**src/hw/rtl/pvm_pkg.sv**
```systemverilog
// shared types and constants of the ramp voice mixer
`timescale 1ns / 1ps

package pvm_pkg;

    localparam int unsigned TICK_RATE  = 100000;
    localparam int unsigned MIN_FREQ   = 20;
    localparam int unsigned MAX_FREQ   = 20000;
    localparam int unsigned SAMPLE_MAX = 4095;

    localparam int OP_W     = 2;
    localparam int SLOT_W   = 5;
    localparam int FREQ_W   = 15;
    localparam int SAMPLE_W = 12;

    // divider widths: dividend covers the tick rate, divisor covers steps times frequency
    localparam int DVD_W = 17;
    localparam int DVS_W = 23;

    typedef enum logic [OP_W-1:0] {
        OP_TICK  = 2'd0,
        OP_SET   = 2'd1,
        OP_CLEAR = 2'd2,
        OP_SYNC  = 2'd3
    } op_t;

    typedef struct packed {
        op_t               op;
        logic [SLOT_W-1:0] slot;
        logic [FREQ_W-1:0] freq;
    } cmd_t;

    typedef struct packed {
        logic valid;
        cmd_t cmd;
    } head_t;

    typedef enum logic [3:0] {
        B_IDLE,
        B_TICK_RD,
        B_TICK_WB,
        B_TICK_MUL,
        B_TICK_OUT,
        B_SET_MUL,
        B_SET_MUL2,
        B_DIV_GO,
        B_DIV_WAIT,
        B_FILL,
        B_SET_FIN,
        B_CLEAR,
        B_SYNC
    } back_state_t;

    typedef enum logic [1:0] {
        PH_P,
        PH_S,
        PH_QR,
        PH_GAIN
    } div_phase_t;

endpackage

```
**src/hw/rtl/pvm_front.sv**
```systemverilog
// front end: takes requests and drops those that change nothing
`timescale 1ns / 1ps

module pvm_front #(
    parameter int VOICES = 32
) (
    input  logic                        start,
    input  logic [pvm_pkg::OP_W-1:0]    operation,
    input  logic [pvm_pkg::SLOT_W-1:0]  slot,
    input  logic [pvm_pkg::FREQ_W-1:0]  frequency,
    input  logic                        full,
    output logic                        busy,
    output logic                        push,
    output pvm_pkg::cmd_t               push_cmd
);

    logic keep;
    logic slot_ok;
    logic freq_ok;

    always_comb
    begin
        slot_ok = int'(slot) < VOICES;
        freq_ok = (int'(frequency) >= int'(pvm_pkg::MIN_FREQ))
               && (int'(frequency) <= int'(pvm_pkg::MAX_FREQ));
        case (pvm_pkg::op_t'(operation))
            pvm_pkg::OP_SET:   keep = slot_ok && freq_ok;
            pvm_pkg::OP_CLEAR: keep = slot_ok;
            default:           keep = 1'b1;
        endcase
        push_cmd.op   = pvm_pkg::op_t'(operation);
        push_cmd.slot = slot;
        push_cmd.freq = frequency;
    end

    assign busy = full;
    assign push = start && !full && keep;

endmodule

```
**config.mk**
```make
export PLATFORM = sky130hd
export DESIGN_NAME = pvm_front
export DESIGN_NICKNAME = d
export VERILOG_FILES = /design/src/hw/rtl/pvm_pkg.sv /design/src/hw/rtl/pvm_front.sv
export SDC_FILE = /design/constraint.sdc
export NUM_CORES = 1
export LEC_CHECK = 0
export BUFFER_PORTS_ARGS = -buffer_cell sky130_fd_sc_hd__buf_2
export CORE_AREA = 5 5 42 44
export DETAILED_ROUTE_END_ITERATION = 10
export DIE_AREA = 0 0 47 49
export PLACE_DENSITY = 0.66
export SETUP_SLACK_MARGIN = 0.15
export SLEW_MARGIN = 40
export SYNTH_ARGS = -nofsm -noshare
export SYNTH_HDL_FRONTEND = slang
export SYNTH_SLANG_ARGS = --single-unit
```
**constraint.sdc**
```tcl
create_clock -name vclk -period 2.1
set_clock_uncertainty 0.15 [all_clocks]
set_input_delay 0.105 -clock vclk [all_inputs]
set_output_delay 0.105 -clock vclk [all_outputs]
set_load 0.005 [all_outputs]
```
---- After elaboration in Yosys (flattened, before gate mapping) ----
Cells that the tools add are included.
storage, ports and cells
  word-level logic and storage cells ...... 8
  register bits after elaboration ......... 0
  output and inout port bits .............. 24
  bits of input ports ..................... 24
cells by class
  multiplexer cells ....................... 1
  $lt $le $gt $ge ......................... 2
  equal/unequal tests ..................... 1
  reduce and logical (&&, ||, !) cells .... 4
operator list
  operator                count
  $ge A15 B5 Y1 const B   1
  $le A15 B15 Y1 const B  1
  $logic_and A1 B1 Y1     3
  $eq A2 B1 Y1 const B    1
  $logic_not A1 Y1        1
  $mux W1                 1

---- Logic depth before layout (Yosys ltp) ----
  word-level depth ........................ 4
  depth in mapped cells ................... 4
  gate-level depth less buffers ........... 4

---- Worst setup path after synthesis ----
No wires, ideal clock.
  kind .................................... input to output
  from .................................... in frequency[4] (netlist name)
  to ...................................... out push
  slack ................................... 0.898 ns
  required time ........................... 1.845 ns
  stages on the path ...................... 4
  arrival ................................. 0.947 ns
  path buffers ............................ 0
  path through ............................ or4b_1 -> nor4_2 -> a31oi_1 -> o21ai_2
on the way
  longest elaborated chain between the ends .. 4
  elaborated cells between the ends (all ways) .. 5
  classes of those cells .................. order compare: 2; mux: 1; reduce/logical: 2
ends and longest elaborated chain
  element                                          RTL line                          text
  start: declaration                               pvm_front.sv:10                   input logic [pvm_pkg::FREQ_W-1:0] frequency,
  $ge A15 B5 Y1 or $le A15 B15 Y1 (tied branches)  pvm_front.sv:24, pvm_front.sv:25
  $logic_and A1 B1 Y1 *                            pvm_front.sv:25                   && (int'(frequency) <= int'(pvm_pkg::MAX_FREQ));
  $mux W1 *                                        pvm_front.sv:26                   case (pvm_pkg::op_t'(operation))
  $logic_and A1 B1 Y1 *                            pvm_front.sv:37                   assign push = start && !full && keep;
  end: declaration                                 pvm_front.sv:13                   output logic push,
Mark *: on every way between the ends. The rest lies on a longest branch, timed or not.

---- Worst setup path in the final report ----
Ends and elaborated chain as after synthesis.

==> flow_summary.toml <==
[layout]
fin_nets = 81
fillers = 179
drive_above_1_share = 0.782
nClkBuffers = 0
diodes = 0
seq_cell_count = 0
ff_latch_area_um2 = 0
syn2layout_area_growth_pct = 12.5
multiInputGateArea_um2 = 124

[sta]
finalHoldViolCount = 0
setup_viol = 0
rsz0062_at_grt = "no"
finalCritPeriodShare = 0.694
slew_headroom = 0.827
clock.fmax_ghz = 0.686
slew_viol_final = 0
fin_crit_ns = 1.46
tns_ns = 0
worst_pin_slew_ns = 0.257

[synth]
ys_types = 15
synth_top_area_share = 0.575
synth_top_cell_by_area = "buf_4"
yosysMostFrequentCell = "buf_4"
yosys-top-cells-area = "buf_4, nor4_2, a221o_1"
netlist_instances = 40
syn_nets = 64
synth_commonest_cells = "buf_4, nor2_1, nor4_2, o21ai_0"
synth.cell_area_um2 = 300
synth_area_per_cell_um2 = 7.51
yosysWarnings = 0
yosysSeqAreaShare = 0

[floorplan]
die_h_um = 49
row_count = 14
io_pins = 48
fp.dieW_um = 47
core-area_um2 = 1400
initial_core_util = 0.214
dieArea_um2 = 2300

[global_routing]
globalRoute.totalOverflow = 0
antenna_found_initial = 0
grt_pass1_wl_um = 1140
track_usage = 0.0604
grt_pass1_vias = 279
grt_max_degree = 5

[worst_setup_path]
cp-start-kind = "primary input"
critPathMostFrequentCell = "buf_2"
cp_slowest_stage_delay_ns = 0.53
critPathRequiredTime_ns = 1.85
crit_path_end_kind = "output pin"
arrival_ns = 1.20
path_class = "in2out"
crit_fanout = 3
slowest_stage = "or4b_1"
path_cells = "buf_2 > or4b_1 > nor4_2 > a31oi_1 > o21ai_2 > buf_2"

[hold_path]
hold_path_depth = 0
hp-class = "in2out"
min_to = "push_cmd[16]"
min-delay-start = "slot[1]"

[detailed_routing]
first_iter_violations = 0
drtAntennaViolNets = 0
vias = 301
wirelength_um = 780
firstDrtPassIters = 1
drc_errors = 0
viasPerCell = 4.24
wl_per_cell_um = 11.0

[power_and_ir_drop]
p_sw_mw = 0.0257
p_sw_frac = 0.450
power.internal_mw = 0.0313
total_power_mw = 0.0570
pwr-share-clk = 0
power.leakage_nw = 0.189
cellPowerDensity_nw_per_um2 = 169
comb_power_share = 1.000
vdd_drop_max_uv = 33.1
seq_power_share = 0

[status]
status = "finished clean"

[placement]
portBuffers = 38
routabilityCongestion = 0.561
dpl.hpwl_um = 758

[clock_tree]
cts_setup_buffers = 0
post_cts_resized = 0
postCtsHoldBufs = 0

[run]
maxCapViolCount = 0
==> cells by family (layout without fill, tap and decap cells) <==
logic type             Yosys count  in the layout  synth area share
buffers and inverters           24             39             0.588
AO/OA/AOI/OAI                    6              6             0.133
AND/OR/NAND/NOR                 10             10             0.279
==> cells in the final DEF, fill, tap and decap left out, drive strengths merged <==
master	count
buf	38
o21ai	3
nor4	3
nor2	2
or2	1
and4	1
or2b	1
a221o	1
and4b	1
or4b	1
inv	1
a21oi	1
a31oi	1
==> power groups by stage <==
stage	Combinational (mW)	Clock (mW)	Sequential [mW]
floorplan	0.0463	0	0
global placement	0.0576	0	0
detailed placement	0.0586	0	0
CTS	0.0588	0	0
global route	0.0643	0	0
finish	0.0570	0	0
==> how the worst max path moves through the flow <==
stage | from | endpoint | depth (start not counted)
2_1_floorplan | frequency[4] | push | 4
3_3_place_gp | frequency[4] | push | 6
3_5_place_dp | frequency[4] | push | 6
4_1_cts | frequency[4] | push | 6
5_1_grt | frequency[4] | push | 6
6_report | frequency[4] | push | 6
==> metrics by stage <==
| stage | area (µm²) | hold WS, ns | utilization | instances | worst slack [ns] |
|---|---|---|---|---|---|
| finish | 338 | 0.0600 | 0.241 | 71 | 0.643 |
| detailed placement | 338 | 0.0600 | 0.241 | 71 | 0.624 |
| global route | 338 | 0.0600 | 0.241 | 71 | 0.573 |
| global placement | 338 | 0.0600 | 0.241 | 71 | 0.642 |
| floorplan | 300 | 0.141 | - | 40 | 0.898 |
| CTS | 338 | 0.0600 | 0.241 | 71 | 0.623 |
==> worst max-delay path, delay by kind of cell <==
family,cells,cell delay (ns)
AO/OA/AOI/OAI,2,0.19
buffers and inverters,2,0.23
AND/OR/NAND/NOR,2,0.68
==> routing by layer <==
metal | track usage | vias to the layer above | part of all wire
met1 | 0.0609 | 132 | 0.31
met3 | 0.00369 | 0 | 0.11
met5 | 0 | - | 0
met2 | 0.127 | 19 | 0.58
met4 | 0.00461 | 0 | 0
li1 | - | 150 | -
==> cell type report <==
type                            count  share of cell area
Timing Repair Buffer               38               0.563
Multi-Input combinational cell     16               0.367
Tap cell                           16              0.0593
Inverter                            1              0.0111
No activity file was read; power rests on OpenSTA's default activity.
