<file path="config.mk">
export PLATFORM = sky130hd
export DESIGN_NAME = pvm_queue
export DESIGN_NICKNAME = d
export VERILOG_FILES = /design/src/hw/rtl/pvm_pkg.sv /design/src/hw/rtl/pvm_queue.sv
export SDC_FILE = /design/constraint.sdc
export NUM_CORES = 1
export LEC_CHECK = 0
export BUFFER_PORTS_ARGS = -buffer_cell sky130_fd_sc_hd__buf_2
export CORE_UTILIZATION = 28
export CTS_CLUSTER_DIAMETER = 50
export DETAILED_ROUTE_END_ITERATION = 16
export HOLD_SLACK_MARGIN = 0.05
export REMOVE_ABC_BUFFERS = 1
export SYNTH_ARGS = -nofsm -noshare
export SYNTH_HDL_FRONTEND = slang
export SYNTH_SLANG_ARGS = --single-unit
</file>
<file path="constraint.sdc">
create_clock -name clk -period 1.89 [get_ports clk]
set_input_delay 0.189 -clock clk [delete_from_list [all_inputs] [get_ports clk]]
set_output_delay 0.189 -clock clk [all_outputs]
set_load 0.03 [all_outputs]
</file>
<file path="src/hw/rtl/pvm_pkg.sv">
// shared types and constants of the ramp voice mixer
`timescale 1ns / 1ps

package pvm_pkg;

    localparam int unsigned TICK_RATE  = 100000;
    localparam int unsigned MIN_FREQ   = 20;
    localparam int unsigned MAX_FREQ   = 20000;
    localparam int unsigned SAMPLE_MAX = 4095;

    localparam int OP_W     = 2;
    localparam int SLOT_W   = 5;
    localparam int FREQ_W   = 15;
    localparam int SAMPLE_W = 12;

    // divider widths: dividend covers the tick rate, divisor covers steps times frequency
    localparam int DVD_W = 17;
    localparam int DVS_W = 23;

    typedef enum logic [OP_W-1:0] {
        OP_TICK  = 2'd0,
        OP_SET   = 2'd1,
        OP_CLEAR = 2'd2,
        OP_SYNC  = 2'd3
    } op_t;

    typedef struct packed {
        op_t               op;
        logic [SLOT_W-1:0] slot;
        logic [FREQ_W-1:0] freq;
    } cmd_t;

    typedef struct packed {
        logic valid;
        cmd_t cmd;
    } head_t;

    typedef enum logic [3:0] {
        B_IDLE,
        B_TICK_RD,
        B_TICK_WB,
        B_TICK_MUL,
        B_TICK_OUT,
        B_SET_MUL,
        B_SET_MUL2,
        B_DIV_GO,
        B_DIV_WAIT,
        B_FILL,
        B_SET_FIN,
        B_CLEAR,
        B_SYNC
    } back_state_t;

    typedef enum logic [1:0] {
        PH_P,
        PH_S,
        PH_QR,
        PH_GAIN
    } div_phase_t;

endpackage

</file>
<file path="src/hw/rtl/pvm_queue.sv">
// two-entry request queue between front and back
`timescale 1ns / 1ps

module pvm_queue (
    input  logic          clk,
    input  logic          rst_n,
    input  logic          push,
    input  pvm_pkg::cmd_t push_cmd,
    input  logic          pop,
    output pvm_pkg::head_t head,
    output logic          full
);

    pvm_pkg::cmd_t entry_reg [2];
    logic          wp_reg;
    logic          rp_reg;
    logic [1:0]    cnt_reg;

    always_ff @(posedge clk or negedge rst_n)
    begin
        if (!rst_n)
        begin
            wp_reg  <= 1'b0;
            rp_reg  <= 1'b0;
            cnt_reg <= '0;
        end
        else
        begin
            if (push)
                wp_reg <= ~wp_reg;
            if (pop)
                rp_reg <= ~rp_reg;
            if (push && !pop)
                cnt_reg <= cnt_reg + 1'b1;
            else if (pop && !push)
                cnt_reg <= cnt_reg - 1'b1;
        end
    end

    always_ff @(posedge clk)
    begin
        if (push)
            entry_reg[wp_reg] <= push_cmd;
    end

    assign head.valid = cnt_reg != 2'd0;
    assign head.cmd   = entry_reg[rp_reg];
    assign full       = cnt_reg == 2'd2;

endmodule

</file>
---- After elaboration in Yosys (flattened, before gate mapping) ----
Memories as Yosys holds them, arrays and structs flattened.
Cells that the tools add are included.
word-level totals
  register bits ........................... 4
  memory bits (writable) .................. 44
  logic and storage cells ................. 19
  memories ................................ 1
operators by class
  add/sub/neg operators ................... 2
  equal/unequal tests ..................... 1
  multiplexer cells ....................... 4
  bitwise logic cells ..................... 2
  reduce and logical (&&, ||, !) cells .... 6
memory list
  memory     depth  bits a word  rd ports  clocked after memory_dff  wr ports  line             text
  entry_reg  2      22           1         0                         1         pvm_queue.sv:14  pvm_pkg::cmd_t entry_reg [2];
operator list
  operator             number
  $mux 2               2
  $reduce_bool 2->1    2
  $add 2x1->2 const B  1
  $eq 2x2->1 const B   1
  $logic_and 1x1->1    2
  $logic_not 1->1      2
  $mux 1               2
  $not 1->1            2
  $sub 2x1->2 const B  1

---- Longest topological paths before layout ----
Gate-level depths: netlist (run 1).
  depth in word-level cells ............... 4
  gate-level depth with buffers ........... 5

---- Worst setup path after synthesis (run 1) ----
No wires, ideal clock.
  kind .................................... reg-to-reg
  from .................................... register wp_reg
  to ...................................... memory entry_reg[0][0] (netlist bit), enable pin
  arrival time ............................ 1.402 ns
  required time ........................... 1.487 ns
  slack ................................... 0.084 ns
  stages on the path, launching flop included .. 2
  path buffers ............................ 0
  clock period less this slack ............ 1.806 ns
  cell sequence ........................... dfrtp_1 nor2b_1
RTL lines
  element                 line             text
  start, declared         pvm_queue.sv:15  logic wp_reg;
  start signal, assigned  pvm_queue.sv:30  wp_reg <= ~wp_reg;
  end, declared           pvm_queue.sv:14
No word-level cell before the write port.

==> out/results.md, run 1 <==
## Outcome
- **status** finished, final reports clean

## Clock network
- **CTS tree** built
- **source-to-sink clock delay at the later pin of the worst-skew pair** 0.29 ns
- **# clock sinks** 48
- **number of buffers added by the clock tree synthesis step** 5
- **Clk Tree Root Cell** clkbuf_8
- **Post-CTS Setup Repair Bufs** 0
- **register clock-pin slew on the reported worst setup and hold paths** 0.08 ns
- **total number of H-tree levels** 2
- **Clock Tree Buf Depth** 2

## Timing
- **count of pins over their slew limit** 0
- **final setup vio count** 0
- **final hold viol count** 0
- **RSZ-0062 raised after global routing** no
- **relative max-transition margin** 0.820
- **slew of the pin with the lowest slew margin** 0.269 ns
- **Period Utilization, post-route** 0.848
- **Worst Hold Slack** 0.0835 ns
- **clock period minus final worst setup slack** 1.60 ns
- **Max Clock Skew** 0.00439 ns
- **summed negative setup slack over all endpoints** 0 ns
- **fmax** 624 MHz

## Power
- **clock network fraction of total power** 0.178
- **peak supply drop** 688 uV
- **design internal power** 0.00219 W
- **power consumption** 0.00341 W
- **fraction of power spent switching nets** 0.357
- **Net Sw Power** 0.00122 W
- **share of total power in sequential cells** 0.439
- **leakage** 0.858 nW
- **Logic pwr share** 0.383
- **power density cells** 1520 mW/mm^2

## Global route
- **pin count of the biggest net entering global routing** 20
- **number of global-route vias before repair** 992
- **GRT Residual Overflow** 0
- **GRT Util Overall** 0.104
- **number of antenna violations at the first check in global routing** 0
- **global-route wire length before repair** 4870 um

## Critical path
- **arrival time reported for the critical path endpoint** 1.41 ns
- **WP buf/inv** 2
- **startpoint types** flop
- **worst-case register-to-register setup slack** 0.61 ns
- **critical path startpoint** rp_reg$_DFFE_PN0P_
- **Worst path slowest cell** mux2_2
- **required time reported for the critical path endpoint** 1.70 ns
- **crit path capture** head[8]
- **family of cells with the greatest summed delay on the critical path** buffers and inverters
- **critical path depth** 3
- **largest stage delay on the critical path** 0.37 ns
- **type of destination of the critical path** primary output
- **Crit Path Max Fanout** 14
- **r2r worst-path depth** 2
- **kind of critical path** flop to primary output
- **reg-to-reg critical path endpoint** entry_reg[1][20]$_DFFE_PP_
- **cell-by-cell listing of the critical path** buf_4 -> mux2_2 -> buf_2
- **launch point of the worst reg-to-reg path** wp_reg$_DFFE_PN0P_

## Place
- **count of buffers inserted at the top-level ports** 49
- **DP Wirelength** 2250 um
- **last weighted congestion value of the routability-driven placer** 0.611
- **total instance count after detailed placement** 211

## Final layout
- **flip-flop count of the largest register, all copies and words added** 44
- **number of nets in the layout** 171
- **final cell count without fillers** 220
- **Antenna Cells** 0
- **synth-to-layout area growth** 25.9%
- **proportion of layout cells with a drive suffix above 1** 0.586
- **final core utilization** 0.372

## Detailed routing
- **DRC violation count after routing** 0
- **via count of the routed design** 914
- **WL/cell** 14.0 um
- **DRT Wirelength** 3090 um
- **routed via count divided by cell count** 4.15
- **drt pass-1 iters** 4
- **number of nets with antenna violations after routing** 0
- **first-iteration detailed-routing DRC count** 13

## Min path
- **Worst Hold Class** input port to flop

## Synth
- **fraction of post-synthesis cell area in the top cell type by area** 0.742
- **number of enable flip-flop cells after synthesis** 44
- **Synth Instances** 84
- **fraction of synthesis flops using an asynchronous set or reset pin** 0.0833
- **most frequent cells after synthesis** 44 x edfxtp_1, 22 x mux2_2, 4 x dfrtp_1, 4 x xor2_1
- **post-synth cell types** 12
- **cell accounting for the most synthesized area** edfxtp_1
- **most area-consuming cells after synthesis** edfxtp_1 74%, mux2_2 14%, dfrtp_1 5.6%
- **sequential fraction of the synthesis area** 0.798
- **flops & latches, synth** 48
- **top flip-flop cell by instance count after synthesis** edfxtp_1
- **synth warn** 0
- **synthesized cell area** 0.00178 mm^2
- **most instantiated library cell after synthesis** edfxtp_1
- **post-synthesis average cell area** 21.2 um^2

## Flow run
- **total of max-cap violations** 0

## Floorplan
- **Die Footprint** 0.00668 mm^2
- **Std-Cell Rows** 28
- **area of the core** 0.00603 mm^2
- **I/O pin count** 50
- **initial cell density of the core** 0.295
- **floorplan die width** 81.7 um
- **overall die height** 81.7 um

[worst reg2reg max path, stage by stage, from the launching register on]
cell and delay (ns):
dfrtp_1 0.39, and2_1 0.24, buf_4 0.32
[stage by stage]
stage / worst slack (ns) / area (um^2)
final: 0.287 / 2240
after global placement: 0.620 / 2140
after CTS: 0.250 / 2240
after floorplan: 0.0845 / 1760
after detailed placement: 0.582 / 2140
after global routing: 0.214 / 2240
[power by group through the flow]
| stage | sequential [W] | clock [W] | combinational, W |
|---|---|---|---|
| after CTS | 0.00150 | 0.000638 | 0.00133 |
| final | 0.00150 | 0.000606 | 0.00130 |
| after floorplan | 0.00156 | 0 | 0.000867 |
| after detailed placement | 0.00152 | 0 | 0.00132 |
| after global placement | 0.00150 | 0 | 0.00130 |
| after global routing | 0.00152 | 0.000672 | 0.00140 |
[per-layer routing]
layer,part of all wire,track usage,vias to the layer above,routed length [um]
met2,0.53,0.180,36,1650
met1,0.39,0.119,439,1200
li1,-,-,435,-
met4,0.0091,0.0316,0,28
met5,0,0,-,0
met3,0.066,0.0378,4,204
[cell families after synthesis]
family                   after synthesis  share of synthesized area
flip-flops                            48                      0.798
multiplexers                          22                      0.139
XOR/XNOR                               5                     0.0246
AND/OR/NAND/NOR                        5                     0.0162
buffers and inverters                  3                     0.0148
adder cells (fa/ha/maj)                1                    0.00703
[what timing repair did]
item | in CTS | in global routing
endpoints found under the hold margin | 4 | 0
resized for setup | 0 | 0
hold buffers | 1 | 0
[placed cells by master, fill, tap and decap left out]
cell / count
buf_2: 49
edfxtp_1: 44
mux2_2: 22
clkbuf_8: 6
buf_4: 5
xor2_1: 4
dfrtp_1: 4
or2_2: 1
nor2b_1: 1
and2_1: 1
inv_1: 1
nor2b_2: 1
xnor2_1: 1
nor2_1: 1
ha_1: 1
clkinvlp_4: 1
clkbuf_1: 1
dlygate4sd3_1: 1
[how the worst min path moves through the flow]
| stage | from | to | slack (ns) | depth (start not counted) |
|---|---|---|---|---|
| 6_report | push_cmd[6] | entry_reg[0][6]$_DFFE_PP_ | 0.08 | 1 |
| 3_5_place_dp | rst_n | cnt_reg[0]$_DFFE_PN0P_ | 0.004 | 1 |
| 4_1_cts | push_cmd[6] | entry_reg[0][6]$_DFFE_PP_ | 0.07 | 1 |
| 3_3_place_gp | rst_n | cnt_reg[0]$_DFFE_PN0P_ | -0.003 | 1 |
| 2_1_floorplan | rst_n | cnt_reg[0]$_DFFE_PN0P_ | -0.11 | 0 |
| 5_1_grt | push_cmd[10] | entry_reg[1][10]$_DFFE_PP_ | 0.06 | 1 |
[final cells by class]
class / count / area [um^2]
clock inverter: 1 / 7.51
multi-input combinational: 33 / 335
clock buffer: 7 / 86.3
timing repair buffer: 55 / 293
fill: 595 / 3780
sequential: 48 / 1420
tap: 75 / 93.8
inverter: 1 / 3.75
(Power assumes the default switching activity.)
==> run 2: changes to the inputs <==
- clock period: 1.89 -> 1.67 ns (I/O delays scaled with it)
==> run 2 against run 1 <==
  * First-iteration DRC count did not move
  * Largest cell class unchanged
  * Worst hold slack got worse by 0.018 ns
  * Utilization grew 2.9 points
  * Register-to-register slack worse by 0.04 ns
  * Non-clock buffer count up 15
  * Count of clock-buffer cells in the layout down 1
==> out/results.md, run 2 (synthesized netlist as in run 1, its figures left out) <==
## Outcome
- **status** finished, final reports clean

## Power
- **fraction of power spent switching nets** 0.340
- **clock network fraction of total power** 0.209
- **peak supply drop** 767 uV
- **Net Sw Power** 0.00137 W
- **Logic pwr share** 0.372
- **design internal power** 0.00266 W
- **leakage** 0.939 nW
- **power density cells** 1670 mW/mm^2
- **share of total power in sequential cells** 0.419

## Global route
- **number of global-route vias before repair** 990
- **GRT Util Overall** 0.0953
- **number of antenna violations at the first check in global routing** 0
- **pin count of the biggest net entering global routing** 16
- **GRT Residual Overflow** 0
- **global-route wire length before repair** 4450 um

## Place
- **DP Wirelength** 2160 um
- **count of buffers inserted at the top-level ports** 49
- **Post-Place Worst Slack** 0.380 ns
- **last weighted congestion value of the routability-driven placer** 0.614
- **total instance count after detailed placement** 212

## Clock network
- **Clock Tree Buf Depth** 2
- **number of buffers added by the clock tree synthesis step** 5
- **CTS tree** built
- **# clock sinks** 48
- **total number of H-tree levels** 2
- **Clk Tree Root Cell** clkbuf_8
- **source-to-sink clock delay at the later pin of the worst-skew pair** 0.29 ns
- **Post-CTS Setup Repair Bufs** 0
- **register clock-pin slew on the reported worst setup and hold paths** 0.08 ns

## Final layout
- **flip-flop count of the largest register, all copies and words added** 44
- **synth-to-layout area growth** 35.7%
- **Layout fillers** 580
- **final cell count without fillers** 235
- **number of nets in the layout** 186
- **final core utilization** 0.401
- **area of the multi-input gates** 335 um^2
- **Antenna Cells** 0
- **proportion of layout cells with a drive suffix above 1** 0.544
- **most common cell after layout, fill and taps aside** buf_2
- **commonest non-fill, non-tap cells in the layout** 49 x buf_2, 44 x edfxtp_1, 22 x mux2_2, 15 x dlygate4sd3_1
- **Sequential Area** 0.00142 mm^2

## Floorplan
- **initial cell density of the core** 0.295
- **Die Footprint** 0.00668 mm^2
- **Std-Cell Rows** 28
- **floorplan die width** 81.7 um
- **overall die height** 81.7 um
- **I/O pin count** 50
- **area of the core** 0.00603 mm^2

## Detailed routing
- **drt pass-1 iters** 4
- **first-iteration detailed-routing DRC count** 13
- **routed via count divided by cell count** 4.17
- **WL/cell** 12.7 um
- **DRT Wirelength** 2990 um
- **via count of the routed design** 981
- **DRC violation count after routing** 0
- **number of nets with antenna violations after routing** 0

## Timing
- **smallest setup slack after layout** 0.0735 ns
- **clock period minus final worst setup slack** 1.60 ns
- **Max Clock Skew** 0.00482 ns
- **relative max-transition margin** 0.866
- **final hold viol count** 0
- **final setup vio count** 0
- **summed negative setup slack over all endpoints** 0 ns
- **RSZ-0062 raised after global routing** no
- **Period Utilization, post-route** 0.956
- **count of pins over their slew limit** 0
- **slew of the pin with the lowest slew margin** 0.202 ns
- **fmax** 626 MHz

## Critical path
- **startpoint types** flop
- **type of destination of the critical path** primary output
- **kind of critical path** flop to primary output
- **worst-case register-to-register setup slack** 0.57 ns
- **arrival time reported for the critical path endpoint** 1.43 ns
- **required time reported for the critical path endpoint** 1.50 ns
- **Crit Path Max Fanout** 14

## Min path
- **Worst Hold Class** input port to flop

## Flow run
- **total of max-cap violations** 0

## run 2: changes by cell type in the layout (fill, tap and decap cells not counted)
| cell | delta |
|---|---|
| clkinvlp_4 | -1 |
| clkbuf_1 | -1 |
| buf_4 | +1 |
| clkinv_4 | +1 |
| dlygate4sd3_1 | +14 |
| bufinv_16 | +1 |
## run 2: repair_timing
action / 4_1_cts / 5_1_grt
hold buffers: 4 / 11
setup endpoints to repair: 0 / 0
hold endpoints to repair: 9 / 20
resized for setup: 0 / 0
## run 2: metrics by stage
stage	total power, W	cell area, um^2	hold WS, ns
2_1_floorplan	0.00275	1760	-0.129
3_3_place_gp	0.00318	2140	-0.0210
3_5_place_dp	0.00322	2140	-0.0163
4_1_cts	0.00408	2310	0.0508
5_1_grt	0.00424	2420	0.0513
6_report	0.00403	2420	0.0656
## run 2: path summary, 6_finish.rpt
| kind | start | to | cells after the start |
|---|---|---|---|
| worst max-delay path | rp_reg$_DFFE_PN0P_ | head[6] | 3 |
| worst min-delay path | push_cmd[10] | entry_reg[1][10]$_DFFE_PP_ | 1 |
| worst max register to register | wp_reg$_DFFE_PN0P_ | entry_reg[0][1]$_DFFE_PP_ | 2 |
| worst min register to register | cnt_reg[1]$_DFFE_PN0P_ | cnt_reg[1]$_DFFE_PN0P_ | 1 |
| max in group asynchronous | rst_n | wp_reg$_DFFE_PN0P_ | 2 |
| min in group asynchronous | rst_n | cnt_reg[0]$_DFFE_PN0P_ | 2 |
## run 2: per-layer routing
metal,global-route usage,up-vias,part of all wire
li1,-,467,-
met1,0.104,474,0.40
met2,0.168,36,0.53
met3,0.0378,4,0.066
met4,0.0316,0,0.0094
met5,0,-,0
## run 2: worst max-delay path: stages (launching register included)
cell,delay [ns]
dfrtp_1,0.36
buf_4,0.23
mux2_2,0.37
buf_2,0.18
## run 2: layout make-up
| cell class | count | area share |
|---|---|---|
| Sequential cell | 48 | 0.588 |
| Timing Repair Buffer | 70 | 0.182 |
| Clock inverter | 2 | 0.0161 |
| Inverter | 1 | 0.00155 |
| Multi-Input combinational cell | 33 | 0.139 |
| Clock buffer | 6 | 0.0342 |
| Tap cell | 75 | 0.0388 |
## run 2: power groups by stage
stage                     clock network, W  logic [W]  registers (W)
after CTS                         0.000875    0.00152        0.00169
after detailed placement                 0    0.00151        0.00172
after floorplan                          0   0.000982        0.00176
after global routing              0.000922    0.00160        0.00171
final                             0.000843    0.00150        0.00169
after global placement                   0    0.00148        0.00170
==> run 3: changes to the inputs <==
- ABC_AREA: not set -> 1
==> run 3 against run 2 <==
  * Clock skew grew 0.00093 ns
  * Count of clock-buffer cells in the layout grew 1
  * Global-route usage shrank 0.078 points
  * Area after synthesis grew 0.98%
  * Fmax is essentially flat
  * Non-clock buffer count shrank 5
  * Critical path type unchanged
  * Largest power group unchanged
==> out/results.md, run 3 <==
## Outcome
- **status** finished, final reports clean

## Floorplan
- **Die Footprint** 0.00675 mm^2
- **Std-Cell Rows** 28
- **area of the core** 0.00606 mm^2
- **floorplan die width** 82.1 um
- **initial cell density of the core** 0.297
- **overall die height** 82.1 um
- **I/O pin count** 50

## Synth
- **fraction of post-synthesis cell area in the top cell type by area** 0.735
- **simple logic cell fraction of the synthesized area** 0.0230
- **synth warn** 0
- **synthesized cell area** 0.00180 mm^2
- **number of enable flip-flop cells after synthesis** 44
- **top flip-flop cell by instance count after synthesis** edfxtp_1
- **post-synthesis xor/xnor area fraction** 0.0146
- **post-synth cell types** 12
- **sequential fraction of the synthesis area** 0.791
- **area fraction in compound gates after synthesis** 0
- **Synth Area in Adders** 0.00696
- **Synth Instances** 93
- **flops & latches, synth** 48
- **most instantiated library cell after synthesis** edfxtp_1
- **fraction of synthesis flops using an asynchronous set or reset pin** 0.0833
- **post-synthesis mux area share** 0.138
- **post-synthesis average cell area** 19.3 um^2
- **cell accounting for the most synthesized area** edfxtp_1
- **most frequent cells after synthesis** 44 x edfxtp_1, 22 x mux2_2, 7 x inv_1, 6 x nand2_1, 4 x dfrtp_1
- **main combinational cell family by area after synthesis** multiplexers
- **most area-consuming cells after synthesis** edfxtp_1 73%, mux2_2 14%, dfrtp_1 5.6%

## Timing
- **Max Clock Skew** 0.00575 ns
- **slew of the pin with the lowest slew margin** 0.284 ns
- **final hold viol count** 0
- **summed negative setup slack over all endpoints** 0 ns
- **count of pins over their slew limit** 0
- **final setup vio count** 0
- **fmax** 627 MHz
- **Period Utilization, post-route** 0.956
- **relative max-transition margin** 0.810
- **Worst Hold Slack** 0.0598 ns
- **RSZ-0062 raised after global routing** no
- **clock period minus final worst setup slack** 1.60 ns
- **smallest setup slack after layout** 0.0741 ns

## Power
- **power consumption** 0.00397 W
- **peak supply drop** 913 uV
- **power density cells** 1670 mW/mm^2
- **leakage** 0.941 nW

## Place
- **Post-Place Worst Slack** 0.305 ns
- **total instance count after detailed placement** 220
- **last weighted congestion value of the routability-driven placer** 0.622
- **count of buffers inserted at the top-level ports** 49
- **DP Wirelength** 2210 um

## Critical path
- **arrival time reported for the critical path endpoint** 1.43 ns
- **startpoint types** flop
- **type of destination of the critical path** primary output
- **Crit Path Max Fanout** 16
- **kind of critical path** flop to primary output
- **Worst path slowest cell** dfrtp_2
- **largest stage delay on the critical path** 0.43 ns
- **required time reported for the critical path endpoint** 1.50 ns
- **cell-by-cell listing of the critical path** buf_12 -> mux2_2 -> buf_2
- **WP buf/inv** 2
- **family of cells with the greatest summed delay on the critical path** flip-flops

## Detailed routing
- **via count of the routed design** 1,006
- **DRC violation count after routing** 0
- **number of nets with antenna violations after routing** 0
- **WL/cell** 12.7 um
- **drt pass-1 iters** 4
- **DRT Wirelength** 3040 um
- **routed via count divided by cell count** 4.21
- **first-iteration detailed-routing DRC count** 25

## Clock network
- **total number of H-tree levels** 2
- **number of buffers added by the clock tree synthesis step** 5
- **CTS tree** built
- **Clock Tree Buf Depth** 2
- **source-to-sink clock delay at the later pin of the worst-skew pair** 0.29 ns
- **register clock-pin slew on the reported worst setup and hold paths** 0.08 ns
- **Clk Tree Root Cell** clkbuf_8
- **# clock sinks** 48

## Final layout
- **proportion of layout cells with a drive suffix above 1** 0.530
- **Antenna Cells** 0
- **flip-flop count of the largest register, all copies and words added** 44
- **Layout fillers** 563
- **commonest non-fill, non-tap cells in the layout** 49 x buf_2, 44 x edfxtp_1, 22 x mux2_2, 9 x dlygate4sd3_1, 7 x inv_1
- **final cell count without fillers** 239
- **number of nets in the layout** 190
- **synth-to-layout area growth** 32.4%
- **most common cell after layout, fill and taps aside** buf_2

## Flow run
- **total of max-cap violations** 0

## Global route
- **GRT Util Overall** 0.0945
- **GRT Residual Overflow** 0
- **global-route wire length before repair** 4530 um
- **number of global-route vias before repair** 1,036
- **number of antenna violations at the first check in global routing** 0
- **pin count of the biggest net entering global routing** 18

## Min path
- **Worst Hold Class** input port to flop

[run 3: final timing paths]
path                            cells after the start  slack, ns                         end                    from
worst max-delay path                                3       0.07                    head[17]      rp_reg$_DFFE_PN0P_
worst min-delay path                                1       0.06  entry_reg[1][14]$_DFFE_PP_            push_cmd[14]
worst max register to register                      3       0.47  entry_reg[1][19]$_DFFE_PP_      wp_reg$_DFFE_PN0P_
worst min register to register                      2       0.50      cnt_reg[1]$_DFFE_PN0P_  cnt_reg[1]$_DFFE_PN0P_
max in group asynchronous                           2       1.33          rp_reg$_DFFE_PN0P_                   rst_n
min in group asynchronous                           2       0.21          wp_reg$_DFFE_PN0P_                   rst_n
[run 3: cell families after synthesis]
logic type	Yosys count
xor+xnor	3
fa+ha+maj	1
buf+inv	9
flops	48
mux	22
simple gates	10
[run 3: timing repair]
action                     CTS  global route
cloned                       0             0
pin swaps                    0             0
setup buffers                0             2
hold endpoints to repair    12             8
setup endpoints to repair   17             4
resized for setup            1             0
hold buffers                 5             4
[run 3: area by class of cell]
| class | instances | area (um^2) | share of cell area |
|---|---|---|---|
| clock inverters | 1 | 7.51 | 0.00315 |
| repair buffers | 65 | 413 | 0.174 |
| well taps | 75 | 93.8 | 0.0394 |
| inverters | 7 | 26.3 | 0.0110 |
| flip-flops and latches | 48 | 1420 | 0.598 |
| clock buffers | 7 | 86.3 | 0.0363 |
| multi-input cells | 36 | 330 | 0.139 |
[run 3: per-layer routing]
metal / global-route usage / part of all wire / up-vias
met2: 0.173 / 0.52 / 38
met4: 0.0263 / 0.011 / 0
met5: 0 / 0 / -
li1: - / - / 482
met3: 0.0440 / 0.088 / 2
met1: 0.0957 / 0.38 / 484
[run 3: power by group]
part / total (W) / switching (W) / internal [W]
logic: 0.00158 / 0.000964 / 0.000618
clock network: 0.000682 / 0.000346 / 0.000336
registers: 0.00171 / 0.0000996 / 0.00161
[run 3: through the flow]
| stage | util | cell area (um^2) |
|---|---|---|
| after floorplan | - | 1780 |
| after global placement | 0.360 | 2180 |
| after detailed placement | 0.360 | 2180 |
| after CTS | 0.384 | 2320 |
| after global routing | 0.393 | 2380 |
| final | 0.393 | 2380 |
